`src/rgbw_pkg.sv`:
```
// Shared types and constants for the RGBW timed crossfade engine.
// Used by rgbw_lane, rgbw_merge and rgbw_timed_crossfade; no dependencies.
package rgbw_pkg;

    localparam int LVL_W      = 8;
    localparam int CNT_W      = 22;
    localparam int DUR_W      = 12;
    localparam int DIV_BITS   = CNT_W;
    localparam int DIV_CNT_W  = $clog2(DIV_BITS);
    localparam int REPORT_CH  = 4;

    localparam logic [CNT_W-1:0] CNT_MAX   = {CNT_W{1'b1}};
    localparam logic [LVL_W-1:0] LEVEL_MAX = {LVL_W{1'b1}};
    localparam logic [9:0]       MS_PER_S  = 10'd1000;

    // Request codes
    localparam logic [1:0] REQ_TICK = 2'd0;
    localparam logic [1:0] REQ_FADE = 2'd1;
    localparam logic [1:0] REQ_SET  = 2'd2;

    // Step direction codes
    localparam logic [1:0] DIR_HOLD = 2'd0;
    localparam logic [1:0] DIR_UP   = 2'd1;
    localparam logic [1:0] DIR_DOWN = 2'd3;

    typedef struct packed {
        logic [1:0]       req_type;
        logic [LVL_W-1:0] red;
        logic [LVL_W-1:0] green;
        logic [LVL_W-1:0] blue;
        logic [LVL_W-1:0] white;
        logic [DUR_W-1:0] duration_s;
    } t_in_item;

    typedef struct packed {
        logic [LVL_W-1:0] red_level;
        logic [LVL_W-1:0] green_level;
        logic [LVL_W-1:0] blue_level;
        logic [LVL_W-1:0] white_level;
        logic             done_res;
    } t_out_item;

    // Commands broadcast from the sequencer to every lane
    typedef struct packed {
        logic tick;
        logic set;
        logic fade_start;
        logic div_step;
        logic div_last;
    } t_lane_cmd;

endpackage

```
`src/rgbw_lane.sv`:
```
// One color channel: level, target, step timer and a bit-serial interval divider.
// Depends on rgbw_pkg.
module rgbw_lane (
    input  logic                     i_clk,
    input  logic                     i_rst_n,
    input  rgbw_pkg::t_lane_cmd      i_cmd,
    input  logic [rgbw_pkg::LVL_W-1:0] i_value,
    input  logic [rgbw_pkg::CNT_W-1:0] i_dur,
    output logic [rgbw_pkg::LVL_W-1:0] o_level,
    output logic                     o_match
);
    import rgbw_pkg::*;

    logic [LVL_W-1:0] r_level, n_level;
    logic [LVL_W-1:0] r_target, n_target;
    logic [1:0]       r_dir, n_dir;
    logic [CNT_W-1:0] r_interval, n_interval;
    logic [CNT_W-1:0] r_elapsed, n_elapsed;
    logic [LVL_W-1:0] r_mag, n_mag;
    logic [LVL_W-1:0] r_rem, n_rem;

    logic [CNT_W-1:0] elapsed_inc;
    logic [LVL_W:0]   rem_trial;
    logic             q_bit;

    assign elapsed_inc = (r_elapsed != CNT_MAX) ? r_elapsed + 1'b1 : r_elapsed;
    assign rem_trial   = {r_rem, r_interval[CNT_W-1]};
    assign q_bit       = (rem_trial >= {1'b0, r_mag});

    // Next state per command; commands never overlap
    always_comb begin
        n_level    = r_level;
        n_target   = r_target;
        n_dir      = r_dir;
        n_interval = r_interval;
        n_elapsed  = r_elapsed;
        n_mag      = r_mag;
        n_rem      = r_rem;
        if (i_cmd.tick) begin
            n_elapsed = elapsed_inc;
            if (r_level != r_target && elapsed_inc >= r_interval) begin
                case (r_dir)
                    DIR_UP: begin
                        if (r_level != LEVEL_MAX) n_level = r_level + 1'b1;
                    end
                    DIR_DOWN: begin
                        if (r_level != '0) n_level = r_level - 1'b1;
                    end
                    default: n_level = r_level;
                endcase
                n_elapsed = '0;
            end
        end else if (i_cmd.set) begin
            n_level  = i_value;
            n_target = i_value;
        end else if (i_cmd.fade_start) begin
            n_target   = i_value;
            n_interval = i_dur;
            n_rem      = '0;
            if (i_value > r_level) begin
                n_dir = DIR_UP;
                n_mag = i_value - r_level;
            end else if (i_value < r_level) begin
                n_dir = DIR_DOWN;
                n_mag = r_level - i_value;
            end else begin
                n_dir = DIR_HOLD;
                n_mag = '0;
            end
        end else if (i_cmd.div_step) begin
            // Restoring division, quotient shifts into the interval register
            n_rem      = q_bit ? LVL_W'(rem_trial - {1'b0, r_mag}) : rem_trial[LVL_W-1:0];
            n_interval = {r_interval[CNT_W-2:0], q_bit};
            if (i_cmd.div_last && r_mag == '0) n_interval = '0;
        end
    end

    // Channel state
    always_ff @(posedge i_clk) begin
        if (!i_rst_n) begin
            r_level    <= '0;
            r_target   <= '0;
            r_dir      <= DIR_HOLD;
            r_interval <= '0;
            r_elapsed  <= '0;
        end else begin
            r_level    <= n_level;
            r_target   <= n_target;
            r_dir      <= n_dir;
            r_interval <= n_interval;
            r_elapsed  <= n_elapsed;
        end
    end

    // Divider working registers
    always_ff @(posedge i_clk) begin
        r_mag <= n_mag;
        r_rem <= n_rem;
    end

    assign o_level = r_level;
    assign o_match = (r_level == r_target);

endmodule

```
`src/rgbw_merge.sv`:
```
// Merge stage: reduces lane matches into the done flag and holds the result register.
// Depends on rgbw_pkg.
module rgbw_merge #(
    parameter int CHANNELS = 4
) (
    input  logic                                   i_clk,
    input  logic                                   i_rst_n,
    input  logic [CHANNELS-1:0][rgbw_pkg::LVL_W-1:0] i_levels,
    input  logic [CHANNELS-1:0]                    i_match,
    input  logic                                   i_upd,
    input  logic                                   i_load,
    output logic                                   o_free,
    output logic                                   o_out_valid,
    input  logic                                   i_out_ready,
    output rgbw_pkg::t_out_item                    o_out_data
);
    import rgbw_pkg::*;

    logic                  r_all_reached, n_all_reached;
    logic                  r_valid;
    t_out_item             r_data;
    logic [REPORT_CH-1:0][LVL_W-1:0] rep_level;

    // Report the four color channels; absent lanes read as zero
    for (genvar c = 0; c < REPORT_CH; c++) begin : g_rep
        if (c < CHANNELS) begin : g_have
            assign rep_level[c] = i_levels[c];
        end else begin : g_none
            assign rep_level[c] = '0;
        end
    end

    assign n_all_reached = i_upd ? (&i_match) : r_all_reached;
    assign o_free        = !r_valid || i_out_ready;

    // Track completion after each tick and the valid flag of the result
    always_ff @(posedge i_clk) begin
        if (!i_rst_n) begin
            r_all_reached <= 1'b0;
            r_valid       <= 1'b0;
        end else begin
            r_all_reached <= n_all_reached;
            if (i_load) begin
                r_valid <= 1'b1;
            end else if (i_out_ready) begin
                r_valid <= 1'b0;
            end
        end
    end

    // Capture the result transaction
    always_ff @(posedge i_clk) begin
        if (i_load) begin
            r_data.red_level   <= rep_level[0];
            r_data.green_level <= rep_level[1];
            r_data.blue_level  <= rep_level[2];
            r_data.white_level <= rep_level[3];
            r_data.done_res    <= n_all_reached;
        end
    end

    assign o_out_valid = r_valid;
    assign o_out_data  = r_data;

endmodule

```
`src/rgbw_timed_crossfade.sv`:
```
// Top level of the RGBW timed crossfade engine: request sequencer, lanes, merge.
// Depends on rgbw_pkg, rgbw_lane and rgbw_merge.
//
// One request is handled at a time and each gives one result transaction.
// A tick, a set or an unknown request passes through the execute state, which
// updates the lanes for a tick or a set, and the response state, which loads
// the result. A fade passes through execute, which forms duration_s*1000, start,
// which loads the lanes, divide, where the one-bit-per-cycle divider that every
// lane carries finds its step interval (all lanes divide in parallel), and
// response, which loads the result. Input ready returns when the result is
// loaded, so a new request is taken only once the previous one is through. The
// next request is taken even while the previous result still waits for the
// consumer; a result that the consumer does not take holds the sequencer in its
// last state.
// No clearing pass after reset.
module rgbw_timed_crossfade #(
    parameter int CHANNELS = 4
) (
    input  logic               i_clk,
    input  logic               i_rst_n,
    input  logic               i_in_valid,
    output logic               o_in_ready,
    input  rgbw_pkg::t_in_item i_in_data,
    output logic               o_out_valid,
    input  logic               i_out_ready,
    output rgbw_pkg::t_out_item o_out_data
);
    import rgbw_pkg::*;

    localparam logic [2:0] S_IDLE  = 3'd0;
    localparam logic [2:0] S_EXEC  = 3'd1;
    localparam logic [2:0] S_START = 3'd2;
    localparam logic [2:0] S_DIV   = 3'd3;
    localparam logic [2:0] S_RESP  = 3'd4;

    logic [2:0]           r_state, n_state;
    logic [DIV_CNT_W-1:0] r_cnt;
    t_in_item             r_item;
    logic [CNT_W-1:0]     r_dur;

    t_lane_cmd                       lane_cmd;
    logic [CHANNELS-1:0][LVL_W-1:0] lane_value;
    logic [CHANNELS-1:0][LVL_W-1:0] lane_level;
    logic [CHANNELS-1:0]            lane_match;
    logic                            in_fire;
    logic                            merge_free;
    logic                            res_load;
    logic                            res_upd;

    assign o_in_ready = (r_state == S_IDLE);
    assign in_fire    = i_in_valid && o_in_ready;
    assign res_load   = (r_state == S_RESP) && merge_free;
    assign res_upd    = (r_state == S_RESP) && (r_item.req_type == REQ_TICK);

    // Sequence one request
    always_comb begin
        n_state = r_state;
        case (r_state)
            S_IDLE:  if (in_fire) n_state = S_EXEC;
            S_EXEC:  n_state = (r_item.req_type == REQ_FADE) ? S_START : S_RESP;
            S_START: n_state = S_DIV;
            S_DIV:   if (r_cnt == DIV_CNT_W'(DIV_BITS - 1)) n_state = S_RESP;
            S_RESP:  if (merge_free) n_state = S_IDLE;
            default: n_state = S_IDLE;
        endcase
    end

    always_ff @(posedge i_clk) begin
        if (!i_rst_n) begin
            r_state <= S_IDLE;
            r_cnt   <= '0;
        end else begin
            r_state <= n_state;
            if (r_state == S_DIV) begin
                r_cnt <= r_cnt + 1'b1;
            end else begin
                r_cnt <= '0;
            end
        end
    end

    // Hold the accepted transaction and the fade duration in milliseconds
    always_ff @(posedge i_clk) begin
        if (in_fire) r_item <= i_in_data;
        if (r_state == S_EXEC) begin
            r_dur <= CNT_W'(r_item.duration_s) * CNT_W'(MS_PER_S);
        end
    end

    // Broadcast lane commands
    always_comb begin
        lane_cmd            = '0;
        lane_cmd.tick       = (r_state == S_EXEC) && (r_item.req_type == REQ_TICK);
        lane_cmd.set        = (r_state == S_EXEC) && (r_item.req_type == REQ_SET);
        lane_cmd.fade_start = (r_state == S_START);
        lane_cmd.div_step   = (r_state == S_DIV);
        lane_cmd.div_last   = (r_state == S_DIV) && (r_cnt == DIV_CNT_W'(DIV_BITS - 1));
    end

    // Lanes: four color channels, extra lanes take zero
    for (genvar c = 0; c < CHANNELS; c++) begin : g_lane
        if (c == 0) begin : g_red
            assign lane_value[c] = r_item.red;
        end else if (c == 1) begin : g_green
            assign lane_value[c] = r_item.green;
        end else if (c == 2) begin : g_blue
            assign lane_value[c] = r_item.blue;
        end else if (c == 3) begin : g_white
            assign lane_value[c] = r_item.white;
        end else begin : g_zero
            assign lane_value[c] = '0;
        end

        rgbw_lane u_lane (
            .i_clk   (i_clk),
            .i_rst_n (i_rst_n),
            .i_cmd   (lane_cmd),
            .i_value (lane_value[c]),
            .i_dur   (r_dur),
            .o_level (lane_level[c]),
            .o_match (lane_match[c])
        );
    end

    rgbw_merge #(
        .CHANNELS (CHANNELS)
    ) u_merge (
        .i_clk       (i_clk),
        .i_rst_n     (i_rst_n),
        .i_levels    (lane_level),
        .i_match     (lane_match),
        .i_upd       (res_upd),
        .i_load      (res_load),
        .o_free      (merge_free),
        .o_out_valid (o_out_valid),
        .i_out_ready (i_out_ready),
        .o_out_data  (o_out_data)
    );

`ifndef SYNTHESIS
    a_accept_exec: assert property (@(posedge i_clk) disable iff (!i_rst_n)
        in_fire |=> (r_state == S_EXEC))
        else $error("accepted transaction did not enter execute");

    a_div_bound: assert property (@(posedge i_clk) disable iff (!i_rst_n)
        (r_state == S_DIV) |-> (r_cnt < DIV_CNT_W'(DIV_BITS)))
        else $error("divider step count out of range");

    a_start_div: assert property (@(posedge i_clk) disable iff (!i_rst_n)
        (r_state == S_START) |=> (r_state == S_DIV))
        else $error("fade start not followed by division");

    a_result_src: assert property (@(posedge i_clk) disable iff (!i_rst_n)
        $rose(o_out_valid) |-> ($past(r_state) == S_RESP))
        else $error("result loaded outside the response state");
`endif

endmodule
```
`config.mk`:
```
export PLATFORM = sky130hd
export DESIGN_NAME = rgbw_timed_crossfade
export DESIGN_NICKNAME = d
export VERILOG_FILES = /design/src/rgbw_pkg.sv /design/src/rgbw_lane.sv /design/src/rgbw_merge.sv /design/src/rgbw_timed_crossfade.sv
export SDC_FILE = /design/constraint.sdc
export NUM_CORES = 1
export LEC_CHECK = 0
export BUFFER_PORTS_ARGS = -buffer_cell sky130_fd_sc_hd__buf_2
export CAP_MARGIN = 10
export CORE_MARGIN = 10
export CORE_UTILIZATION = 64
export CTS_BUF_LIST = sky130_fd_sc_hd__clkbuf_2
export DETAILED_ROUTE_END_ITERATION = 12
export PLACE_DENSITY = 0.89
export REMOVE_ABC_BUFFERS = 1
export SLEW_MARGIN = 25
export SYNTH_ARGS = -nofsm -noshare
export SYNTH_HDL_FRONTEND = slang
export SYNTH_HIERARCHICAL = 1
export SYNTH_SLANG_ARGS = --single-unit
```
`constraint.sdc`:
```
create_clock -name i_clk -period 5.2 [get_ports i_clk]
set_clock_uncertainty 0.15 [all_clocks]
set_input_delay 1.04 -clock i_clk [delete_from_list [all_inputs] [get_ports i_clk]]
set_output_delay 1.04 -clock i_clk [all_outputs]
set_load 0.02 [all_outputs]
```
Word level (Yosys, flattened, before mapping)
Cells that the tools add are included.

operators by class
  reductions and logical operators = 40
  $add $sub $neg = 25
  multipliers = 1
  bitwise gates (word level) = 2
  muxes and demuxes = 84
  $lt $le $gt $ge = 16
  equality and inequality tests = 50

operators with widths
  cell                     number
  $mux W22                 20
  $mux W8                  44
  $sub A8 B8 Y8            12
  $add A22 B1 Y22 const B  4
  $ge A22 B22 Y1           4
  $ne A22 B22 Y1 const B   4
  $pmux W8 S2              4
  $ge A9 B8 Y1             4
  $add A8 B1 Y8 const B    4
  $eq A8 B8 Y1             4
  $gt A8 B8 Y1             4
  $logic_not A8 Y1         4
  $lt A8 B8 Y1             4
  $ne A8 B8 Y1             4
  $ne A8 B8 Y1 const B     4
  $reduce_bool A8 Y1       4
  $sub A8 B1 Y8 const B    4
  $reduce_and A5 Y1        4
  $mul A12 B7 Y19 const B  1
  $ne A3 B2 Y1 const B     6
  $mux W2                  8
  $pmux W3 S5              1
  $logic_and A1 B1 Y1      14
  $mux W3                  4
  other kinds (21)         48

word-level totals
  bits in registers = 420
  output and inout bits = 35
  logic and storage cells = 262
  input bits = 50

Depth between registers and ports, before layout
  word-level depth = 6
  mapped depth = 18
  gate-level depth less buffers = 15

Hierarchy
Netlist, hierarchy kept.

modules (own cells, without submodules)
  module                             sequential area each (sq um)  times used  area an instance (sq um)  cells an instance
  rgbw_lane at g_lane[2].u_lane ...  1,721.7                       2           5,893.2                   700
  rgbw_lane at g_lane[1].u_lane      1,721.7                       1           5,725.5                   693
  rgbw_lane at g_lane[0].u_lane      1,721.7                       1           5,570.3                   678
  rgbw_timed_crossfade               2,112.0                       1           4,441.8                   337
  rgbw_merge                         1,031.0                       1           1,096.1                   44

Worst setup path after synthesis
OpenSTA, ideal clock, no wires.

  path kind = reg-to-reg
  start = register r_item[6] (netlist name)
  end = register r_dur[20], data pin
  buffers on the path = 0
  setup time = 0.265 ns
  slack = 0.870 ns
  cell stages (with the launch flop) = 15
  data required time = 4.785 ns
  arrival = 3.914 ns
  clock period less this slack = 4.330 ns
  cells stage by stage = edfxtp_1 inv_1 fa_1 fa_1 inv_1 fa_1 inv_1 fa_1 inv_1 ha_1 and4_1 and3_2 nand3_2 mux2i_1 or3_1

between the ends
  longest elaborated chain between the ends = 1

ends and longest elaborated chain
  what                    line                        source
  start, declared         rgbw_timed_crossfade.sv:38  t_in_item r_item;
  start signal, assigned  rgbw_timed_crossfade.sv:84  if (in_fire) r_item <= i_in_data;
  $mul A12 B7 Y19         rgbw_timed_crossfade.sv:86  r_dur <= CNT_W'(r_item.duration_s) * CNT_W'(MS_PER_S);
  end signal, assigned    rgbw_timed_crossfade.sv:86
  end, declared           rgbw_timed_crossfade.sv:39  logic [CNT_W-1:0] r_dur;

Every way passes these cells.
A chain may end at the register's enable or synchronous reset.

Worst setup path after layout
  start = register g_lane[0].u_lane.r_elapsed[0]
  end = register g_lane[0].u_lane.r_elapsed[16]

between the ends
  longest elaborated chain between the ends = 5
  elaborated cells on any way between the ends = 6
  classes of those cells = add/sub: 1; order compare: 1; eq/ne: 1; mux: 2; reduce/logical: 1

ends and longest elaborated chain
  what                                                      line             source
  start, declared                                           rgbw_lane.sv:18  logic [CNT_W-1:0] r_elapsed, n_elapsed;
  start signal, assigned                                    rgbw_lane.sv:91  r_elapsed <= n_elapsed;
  $add A22 B1 Y22 / $ne A22 B22 Y1 (equally long branches)  rgbw_lane.sv:26  assign elapsed_inc = (r_elapsed != CNT_MAX) ? r_elapsed + 1'b1 : r_elapsed;
  $mux W22 (*)                                              rgbw_lane.sv:26
  $ge A22 B22 Y1                                            rgbw_lane.sv:41  if (r_level != r_target && elapsed_inc >= r_interval) begin
  $logic_and A1 B1 Y1                                       rgbw_lane.sv:41
  $mux W22 (*)                                              rgbw_lane.sv:41

Mark *: on every way between the ends. The rest lies on a longest branch, timed or not.

==> out/summary.md <==
The part of the Yosys area used for sequential elements is 35.0%, and the post-synthesis to final-layout area growth is 8.53%. Top cell type's share of synthesized area: 18.0%. The routed design uses 5.76 mm of met3 wire.

The post-cts gate resize count was 0. The routed length per instance came out at 19.0 microns. The switching part of the total is 47.9%.

Subtracting the final worst setup slack from the clock period gives 4.69 ns. The total of buffers placed on input and output ports came out at 84. Cells fill 70.2% of the core in the end.

Wire length of the first global-routing pass: 123 mm. The transition time at the pin with the least slew margin is 1.02 ns. The number of filler cells placed in the layout is 3,219.

The tools report the launch point of the worst path as g_lane[0].u_lane/r_elapsed[0]$_SDFFE_PN0P_. Across the VDD grid, the largest voltage drop is 0.000957 V. For this block, the routed nets add up to 75.5 mm of wire. Traced cell by cell, the critical path runs through ha_1 > nand2_1 > or3_4 > a31oi_2 > nand2_1 > nor2_1 > xor2_1 > ha_1 > nand4_1 > nor2_1 > a211oi_1 > a41o_1 > and3_1 > o21ai_0 > a31oi_1. For this design the static power due to leakage is 12.5 nW.

In this design, the stage delay of the slowest critical-path cell is 0.75 ns. Yosys attributes the largest share of cell area to dfxtp_1, edfxtp_1, ha_1, inv_1, fa_1. The relative contribution of the clock network to total power came out at 11.1%. The logs give 0.127 ns for the worst hold margin and 64.7% for the initial core utilization.

The slowest stage of the critical path belongs to the cell and3_1. Of all cell types, the one taking the most synthesized area is dfxtp_1. The commonest cells after synthesis are inv_1, dfxtp_1, ha_1, nor2_1, nand2_1. The startpoint identified for the worst register-to-register timing path is g_lane[0].u_lane/r_elapsed[0]$_SDFFE_PN0P_.

The run gives 6 as the warning count from the yosys run. The capturing element type of the critical path is a register. The initial antenna violation count came out at 2. In this run the vertical extent of the chip is 231 microns. For the number of violations of the max-capacitance limit, the log shows 0. The run gives 53,600 sq um as the total die area. TritonCTS built the clock tree. After global routing the overflow that remains totals 0.

Counting flops and latches in the post-synthesis netlist gives 420. At the later pin of the worst-skew pair, clock insertion delay measures 1.15 ns. Power per standard cell area: 676 nW/um^2.

The post-CTS clock slew at the launch and capture registers of the worst setup and hold paths is 0.13 ns. For the net switching component of the power, the log shows 0.0100 W. The global placement routability congestion is 0.935, and the placeable core area is 44,200 sq um. The detail route stage leaves a number of antenna-violating nets equal to 0. The run gives 3,655 as the post-layout net count. In this run the most critical hold path is launched from i_out_ready.

The routed design uses 36.6 mm of met2 wire. The critical path arrival was 5.58 ns. The logs give 60.6% for the proportion of power drawn by combinational gates and 8 for the count of TritonRoute iterations in the first routing pass. The tools report the final-report setup violation count as 0. The run finished with clean final reports. The final critical path takes up 90.2% of the cycle. In the global route stage, overall resource usage came out at 27.6%.

The worst setup path is launched from a register. The most common cell in the synthesized netlist is inv_1. The logs give 3,152 for the gate count after technology mapping and 108 for the number of buffers created by CTS.

For the overall via count from detail_route, the log shows 25.1k. At the worst endpoint, the required time is 6.09 ns. Type of the setup path with the least slack: register to register. Most common flop cell mapped by yosys: dfxtp_1.

The clock net in this run drives a total of 420 sinks. Clock tree synthesis selected as its root buffer the cell clkbuf_2. In this run the register-to-register setup slack is 0.51 ns. In this run the core area contains 77 standard-cell rows. Number of global-route vias before repair: 24.8k. Final hold violation count: 0. Maximum fanout along the worst path: 22. The type of the worst min-delay path is input port to register.

The max-slew violation count is 0, and the maximum clock path buffer count is 3. In this run the horizontal extent of the chip is 231 microns. Worst setup path endpoint: g_lane[0].u_lane/r_elapsed[16]$_SDFFE_PN0P_. Signal routing reaches up to met4. The detailed-route vias per instance is 6.31. The starting DRC count in detailed routing was 2,243. The depth of the CTS H-tree came out at 3. The logs give 31.7% for the worst slew margin relative to its limit and 0 for the number of remaining DRC errors. The count of cells along the worst register-to-register path is 15.

Derived from the worst setup path, the maximum achievable clock frequency is 213 MHz. Setup repair after global routing left no endpoint under its margin. Yosys mapped a number of flops with a built-in enable equal to 162. For this design the top-level I/O count stands at 85. After detailed routing, the wire length on met1 is 29.9 mm. The total internal power came out at 0.0109 W. The endpoint of the lowest-slack register-to-register path is g_lane[0].u_lane/r_elapsed[16]$_SDFFE_PN0P_. For this run, asynchronously set or reset flops after synthesis account for 0%. The share of total power dissipated in sequential elements is 28.4%. The post-route netlist has 11.1% of its cells at a drive strength greater than 1.

Synthesized area per cell: 9.08 sq um. The cell area that synthesis handed to floorplanning was 28,600 sq um. Counting distinct cell types in the post-synthesis netlist gives 100. The post-DP HPWL was 53.9 mm. Entering global routing, the biggest net connects 129 pins.
==> layout by cell type, fill, tap and decap left out, types with 19 or more instances in the layout <==
master         Yosys  layout
nor2b_1           40      40
fa_1              54      54
a21o_1            34      34
nand3_1           81      81
buf_2             19      83
edfxtp_1         162     162
dfxtp_1          258     258
xnor2_1           95      95
nand2b_1          35      35
buf_4              4      29
nand3b_1          53      53
mux2i_1           35      35
dlygate4sd3_1      0      46
nor3_1            78      73
clkinv_1           1      32
o311ai_0          19      19
o31ai_1           21      21
clkbuf_2           3     159
nand2_1          225     225
a211oi_1         120     120
o21ai_0           88      88
inv_1            297     297
and3_1            26      25
nand4_1           86      86
nor2_1           244     244
xor2_1            71      71
a31oi_1           22      22
a22oi_1           91      91
a21oi_1          175     175
o21a_1            24      24
ha_1             255     255
==> sequential cells by signal (all words and copies together), names as in the netlist <==
name,flops
u_merge/r_all_reached,1
g_lane.u_lane/r_mag,32
r_dur,19
r_cnt,5
r_item,14
r_state,3
g_lane.u_lane/r_dir,8
g_lane.u_lane/r_target,32
u_merge/o_out_valid,1
g_lane.u_lane/r_interval,88
g_lane.u_lane/o_level,32
u_merge/o_out_data,33
g_lane.u_lane/r_rem,32
lane_value,32
g_lane.u_lane/r_elapsed,88
==> critical path: cells and delay by family (launching register included) <==
family          cells  cell delay [ns]
simple gates        7             1.93
xor+xnor            1             0.21
fa+ha+maj           2             0.46
compound gates      5             1.45
flops               1             0.41
==> power by group through the flow <==
stage                     sequential, W  clock (W)  combinational (W)
after floorplan                 0.00571          0            0.00953
after global placement          0.00593          0             0.0118
after detailed placement        0.00597          0             0.0124
after CTS                       0.00590    0.00236             0.0125
after global routing            0.00603    0.00255             0.0141
final                           0.00595    0.00232             0.0127
==> layer usage <==
layer | vias to the layer above | GRT usage (%)
met2 | 1118 | 47.0
li1 | 11800 | -
met5 | - | 0
met4 | 0 | 13.6
met1 | 12000 | 32.9
met3 | 241 | 5.00
==> final cells by class <==
| class | instances | area, sq um | share of cell area [%] |
|---|---|---|---|
| multi-input cells | 2307 | 17000 | 54.8 |
| flip-flops and latches | 420 | 10000 | 32.3 |
| repair buffers | 161 | 1150 | 3.71 |
| inverters | 298 | 1120 | 3.60 |
| clock buffers | 159 | 796 | 2.56 |
| well taps | 592 | 741 | 2.38 |
| clock inverters | 42 | 200 | 0.644 |
| diodes | 6 | 15.0 | 0.0483 |
==> kinds of logic (layout without fill, tap and decap cells) <==
kind of cell | count (synthesis) | in the layout | synth area share, %
and+or+nand+nor | 1012 | 1012 | 18.7
other | 1 | 18 | 0.0131
adders and majority gates | 309 | 309 | 14.9
xor gates and xnor gates | 166 | 166 | 5.08
muxes | 40 | 40 | 1.42
AOI/OAI and AO/OA | 768 | 768 | 18.7
DFF | 420 | 420 | 35.0
buffers and inverters | 436 | 660 | 6.18
==> worst min-delay path by stage <==
stage | to | cells after the start
2_1_floorplan | r_cnt[0]$_SDFF_PN0_ | 1
3_3_place_gp | r_cnt[0]$_SDFF_PN0_ | 1
3_5_place_dp | g_lane[3].u_lane/r_target[2]$_SDFFE_PN0P_ | 2
4_1_cts | u_merge/o_out_valid$_SDFFE_PN0P_ | 3
5_1_grt | u_merge/o_out_valid$_SDFFE_PN0P_ | 3
6_report | u_merge/o_out_valid$_SDFFE_PN0P_ | 3
==> what timing repair did <==
action | CTS | global route
hold buffers | 46 | 0
endpoints found under the hold margin | 46 | 0
setup buffers | 0 | 0
==> metrics by stage <==
stage	instance area [sq um]	TNS (ns)	std cells	setup slack, ns	power, W
6_report	31100	0	3985	0.512	0.0210
5_1_grt	31100	0	3985	0.147	0.0227
4_1_cts	31000	0	3979	0.559	0.0208
3_5_place_dp	29600	0	3732	0.570	0.0184
3_3_place_gp	29500	0	3732	0.680	0.0177
2_1_floorplan	28000	-2420.72	3025	-10.56	0.0152
Note: power is estimated with default switching activity, not from simulation.
